File: src/rtl/bpt_pkg.sv
// types, codes and helpers shared by the breakpoint table converter
// no dependencies
`timescale 1ns / 1ps

package bpt_pkg;

  localparam int TP_W   = 7;   // table_points register width
  localparam int DQ_W   = 49;  // quotient width of the serial divider
  localparam int DR_W   = 33;  // partial remainder width
  localparam int DCNT_W = 6;   // divider step counter width
  localparam int ENT_W  = 96;  // raw, eng and slope of one breakpoint

  typedef enum logic [1:0] {
    CMD_LOAD = 2'd0,
    CMD_R2E  = 2'd1,
    CMD_E2R  = 2'd2,
    CMD_NONE = 2'd3
  } cmd_t;

  typedef enum logic [1:0] {
    ST_OK    = 2'd0,
    ST_RANGE = 2'd1,
    ST_SLOPE = 2'd2,
    ST_SHORT = 2'd3
  } status_t;

  typedef enum logic [1:0] {
    SEL_ZERO,
    SEL_ECHO,
    SEL_R2E,
    SEL_E2R
  } res_sel_t;

  typedef struct packed {
    cmd_t               command;
    logic               restart_search;
    logic signed [31:0] value;
    logic [5:0]         entry_index;
    logic signed [31:0] entry_raw;
    logic signed [31:0] entry_eng;
    logic signed [31:0] entry_slope;
  } in_beat_t;

  typedef struct packed {
    logic signed [31:0] result_value;
    status_t            status;
  } out_beat_t;

  typedef struct packed {
    logic     cap;
    logic     load_wr;
    logic     start;
    logic     rd_up;
    logic     up_step;
    logic     dn_step;
    logic     take;
    logic     mul;
    logic     div_init;
    logic     div_step;
    logic     out_load;
    logic     save_hint;
    res_sel_t sel;
    status_t  st;
  } ctl_cmd_t;

  typedef struct packed {
    cmd_t cmd;
    logic short_tbl;
    logic up_le;
    logic up_end;
    logic dn_gt;
    logic k_zero;
    logic slope_zero;
    logic div_done;
    logic out_free;
  } dp_stat_t;

  function automatic logic signed [31:0] sat32(input logic signed [50:0] x);
    logic signed [50:0] hi;
    logic signed [50:0] lo;
    hi = 51'sh7FFF_FFFF;
    lo = ~51'sh7FFF_FFFF;
    if (x > hi) begin
      return 32'sh7FFF_FFFF;
    end else if (x < lo) begin
      return 32'sh8000_0000;
    end
    return x[31:0];
  endfunction

endpackage

File: src/rtl/bpt_ctrl.sv
// sequencer for load, interval walk, multiply and serial divide
// depends on bpt_pkg
`timescale 1ns / 1ps

module bpt_ctrl (
  input  logic              clk,
  input  logic              rst_n,
  input  logic              in_valid,
  output logic              in_ready,
  input  bpt_pkg::dp_stat_t stat,
  output bpt_pkg::ctl_cmd_t cmd
);

  typedef enum logic [3:0] {
    S_IDLE, S_DISP, S_UP_RD, S_UP_CMP, S_DN_RD, S_DN_CMP,
    S_MUL, S_DINIT, S_DIV, S_FIN
  } state_t;

  state_t              state_r, state_nxt;
  bpt_pkg::res_sel_t   sel_r, sel_nxt;
  bpt_pkg::status_t    st_r, st_nxt;
  logic                ok_r, ok_nxt;

  always_comb begin
    cmd       = '0;
    in_ready  = 1'b0;
    state_nxt = state_r;
    sel_nxt   = sel_r;
    st_nxt    = st_r;
    ok_nxt    = ok_r;
    case (state_r)
      S_IDLE: begin
        in_ready = 1'b1;
        if (in_valid) begin
          cmd.cap   = 1'b1;
          state_nxt = S_DISP;
        end
      end
      S_DISP: begin
        state_nxt = S_FIN;
        ok_nxt    = 1'b0;
        st_nxt    = bpt_pkg::ST_OK;
        sel_nxt   = bpt_pkg::SEL_ECHO;
        case (stat.cmd)
          bpt_pkg::CMD_LOAD: begin
            cmd.load_wr = 1'b1;
            sel_nxt     = bpt_pkg::SEL_ZERO;
          end
          bpt_pkg::CMD_R2E, bpt_pkg::CMD_E2R: begin
            if (stat.short_tbl) begin
              st_nxt = bpt_pkg::ST_SHORT;
            end else begin
              cmd.start = 1'b1;
              state_nxt = S_UP_RD;
            end
          end
          default: ;
        endcase
      end
      S_UP_RD: begin
        cmd.rd_up = 1'b1;
        state_nxt = S_UP_CMP;
      end
      S_UP_CMP: begin
        if (stat.up_le) begin
          if (stat.up_end) begin
            st_nxt    = bpt_pkg::ST_RANGE;
            state_nxt = S_FIN;
          end else begin
            cmd.up_step = 1'b1;
            state_nxt   = S_UP_RD;
          end
        end else begin
          state_nxt = S_DN_RD;
        end
      end
      S_DN_RD: begin
        state_nxt = S_DN_CMP;
      end
      S_DN_CMP: begin
        if (stat.dn_gt) begin
          if (stat.k_zero) begin
            st_nxt    = bpt_pkg::ST_RANGE;
            state_nxt = S_FIN;
          end else begin
            cmd.dn_step = 1'b1;
            state_nxt   = S_DN_RD;
          end
        end else begin
          cmd.take = 1'b1;
          if (stat.cmd == bpt_pkg::CMD_R2E) begin
            state_nxt = S_MUL;
          end else if (stat.slope_zero) begin
            st_nxt    = bpt_pkg::ST_SLOPE;
            state_nxt = S_FIN;
          end else begin
            state_nxt = S_DINIT;
          end
        end
      end
      S_MUL: begin
        cmd.mul   = 1'b1;
        sel_nxt   = bpt_pkg::SEL_R2E;
        ok_nxt    = 1'b1;
        state_nxt = S_FIN;
      end
      S_DINIT: begin
        cmd.div_init = 1'b1;
        state_nxt    = S_DIV;
      end
      S_DIV: begin
        if (stat.div_done) begin
          sel_nxt   = bpt_pkg::SEL_E2R;
          ok_nxt    = 1'b1;
          state_nxt = S_FIN;
        end else begin
          cmd.div_step = 1'b1;
        end
      end
      S_FIN: begin
        cmd.sel = sel_r;
        cmd.st  = st_r;
        if (stat.out_free) begin
          cmd.out_load  = 1'b1;
          cmd.save_hint = ok_r;
          state_nxt     = S_IDLE;
        end
      end
      default: state_nxt = S_IDLE;
    endcase
  end

  always_ff @(posedge clk) begin
    if (!rst_n) begin
      state_r <= S_IDLE;
      sel_r   <= bpt_pkg::SEL_ZERO;
      st_r    <= bpt_pkg::ST_OK;
      ok_r    <= 1'b0;
    end else begin
      state_r <= state_nxt;
      sel_r   <= sel_nxt;
      st_r    <= st_nxt;
      ok_r    <= ok_nxt;
    end
  end

endmodule

File: config.mk
export PLATFORM = sky130hd
export DESIGN_NAME = bpt_ctrl
export DESIGN_NICKNAME = d
export VERILOG_FILES = /design/src/rtl/bpt_pkg.sv /design/src/rtl/bpt_ctrl.sv
export SDC_FILE = /design/constraint.sdc
export NUM_CORES = 1
export LEC_CHECK = 0
export BUFFER_PORTS_ARGS = -buffer_cell sky130_fd_sc_hd__buf_2
export CORE_MARGIN = 3
export CORE_UTILIZATION = 43
export CTS_BUF_LIST = sky130_fd_sc_hd__clkbuf_2
export CTS_CLUSTER_SIZE = 25
export DETAILED_ROUTE_END_ITERATION = 10
export PLACE_DENSITY_LB_ADDON = 0.3
export SLEW_MARGIN = 20
export SYNTH_ARGS = -nofsm -noshare
export SYNTH_HDL_FRONTEND = slang
export SYNTH_SLANG_ARGS = --single-unit
File: constraint.sdc
create_clock -name clk -period 2 [get_ports clk]
set_input_delay 0.4 -clock clk [delete_from_list [all_inputs] [get_ports clk]]
set_output_delay 0.4 -clock clk [all_outputs]
set_load 0.01 [all_outputs]
==> reports/metrics.yaml <==
run_status:
  outcome: "finished, final reports clean"
synthesis:
  ys_warn_count: 0
  synth_fa_ha_area_frac: 0.0461
  ys_ff_latch: 8
  syn-num-nets: 128
  synth_top_family_by_area: "simple AND/OR/NAND/NOR gates"
  synth_xor_area_frac: 0
  synth_area_sq_um: 815
  synth_compound_area_frac: 0.261
  synth_cell_types: 40
  synthMuxAreaShare: 0.0123
  seq_area_frac_synth: 0.197
  synthSimpleGateAreaFrac: 0.399
  synth.avg_cell_area_sq_um: 7.27
  synth_cells: 112
floorplan:
  initial_core_util: 0.462
  core_area_sq_um: 1760
  die_height_um: 49.5
  num_rows: 15
  dieWidth_um: 49.5
  ios: 30
  dieArea_sq_um: 2450
sta:
  drv_slew: 0
  finalHoldViolations: 0
  worst_pin_slew_ps: 367
  fmax_mhz: 520
  tns_ps: 0
  setup_slack_ps: 75.8
  fin_worst_skew_ps: 14.8
  setup_viol: 0
  relSlewSlack: 0.755
  period_needed_ps: 1920
  layout_worst_path_cycle_share: 0.962
  holdWs_ps: 444
  grt_setup_unrepaired: "false"
clock_network:
  clk_path_buf_depth: 2
  cts_num_sinks: 8
  cts-root-buf: "clkbuf_2"
  h-tree-depth: 1
  numCtsBuffers: 3
  cts_tree: "built"
  insertion_delay_ps: 250
  clk_pin_slew_worst_paths_ps: 70
layout:
  fillers: 195
  final_layout_size_suffix_gt1_frac: 0.354
  nets: 162
  postLayoutCoreUtil: 0.587
  final_cell_mix: "buf_2 (29), nor2_1 (12), inv_1 (7), and2_1 (7), buf_4 (7)"
  syn2layout_area_growth_pct: 27.0
  layout_commonest_cell: "buf_2"
  n_antenna_cell: 0
routing:
  first_iter_violations: 29
  wire_per_inst_um: 13.2
  routed_wl_um: 2230
  met2_length_um: 1090
  met1_length_um: 1010
  drc: 0
  vias_per_cell: 5.67
  drtAntennaViolNets: 0
  wl_met3_um: 123
  top_layer: "met4"
  dr.pass1.iters: 4
  via_count: 958
worst_setup_path:
  cp-start-kind: "flip-flop"
  crit_fanout: 10
  critPathRequiredTime_ps: 1600
  crit_type: "reg -> out"
  r2r_slack_ps: 470
  arrival_ps: 1520
  end_kind: "output pin"
grt:
  grt_max_degree: 12
  antenna_found_initial: 0
  gr-total-overflow: 0
  grt_pass1_wl_um: 3580
  grt_pass1_vias: 821
  grt_usage: 0.181
pwr:
  ir_worst_vdd_v: 0.000375
  p_leak_nw: 0.481
  powerDensity_nw_per_um2: 657
  power_w: 0.000680
placement:
  place_hpwl_um: 1730
  place.gp.congestion: 0.921
  place_ws_ps: 136
  io_buffers: 29
run:
  maxCapViolCount: 0
hold_path:
  hold_class: "in -> reg"
## sequential cells by signal, summed over array words and instances (netlist names)
signal / count
st_r: 2
sel_r: 1
ok_r: 1
state_r: 4
## worst max-delay path, cell delays in order (launching register included)
cell	delay, ps
dfxtp_1	420
or4b_4	540
and2b_1	200
buf_2	120
## synthesized netlist by cell type, drive strengths merged
cell type  number  share of area
nand4bb         2          0.028
nor4bb          1          0.012
and2            7          0.054
a311oi          1          0.011
nor3            6          0.037
dfxtp           8           0.20
nand2           6          0.028
nand3           1         0.0061
a211oi          2          0.031
nor3b           1         0.0092
a22oi           1         0.0092
o221a           1          0.014
a21boi          2          0.018
a31oi           3          0.023
a21o            1         0.0092
and2b           1         0.0092
nor4            2          0.015
buf             3          0.034
o2111ai         1          0.011
or3b            1          0.011
and3            2          0.015
clkbuf          4          0.018
a21oi           6          0.041
o22ai           1          0.015
nor2b           3          0.023
ha              3          0.046
a31o            1          0.011
nor2           14          0.065
nand2b          6          0.046
o31a            2          0.022
or4b            1          0.017
o211ai          1         0.0092
o21ai           6          0.037
nand4           2          0.015
mux2i           1          0.012
nand3b          1         0.0092
inv             7          0.032
## cell type report
class	instances	area [sq um]	area share
sequential	8	164	0.158
timing repair buffer	36	198	0.191
multi-input combinational	90	601	0.580
inverter	7	26.3	0.0254
clock buffer	3	15.0	0.0145
tap	25	31.3	0.0302
## where the power goes
part | total [W] | switching (W) | internal, W
logic | 0.000346 | 0.000182 | 0.000164
registers | 0.000236 | 0.0000417 | 0.000194
clock network | 0.0000986 | 0.0000578 | 0.0000408
total | 0.000680 | 0.000281 | 0.000399
## per-layer routing
metal / track usage / vias up
met2: 0.300 / 34
met1: 0.239 / 449
li1: - / 472
met4: 0.0691 / 0
met3: 0.0211 / 3
met5: 0 / -
## final timing paths
check / from / endpoint / cells after the start
min: rst_n / state_r[1] / 2
min reg2reg: st_r[0] / st_r[0] / 2
max reg2reg: state_r[2] / state_r[0] / 4
max: state_r[2] / cmd[13] / 3
## timing repair
action / 4_1_cts / 5_1_grt
endpoints found under the setup margin: 0 / 8
hold buffers: 0 / 0
buffers inserted: 0 / 0
gates resized for setup: 0 / 7
## metrics by stage
step / area, sq um / instances
floorplan: 815 / 112
global route: 1030 / 169
CTS: 1020 / 169
detailed placement: 1000 / 166
finish: 1030 / 169
global placement: 1000 / 166
## cells by family after synthesis
group / Yosys count
simple gates: 57
compound gates: 29
buf+inv: 14
flops: 8
fa+ha+maj: 3
mux: 1
Note: power is estimated with default switching activity, not from simulation.
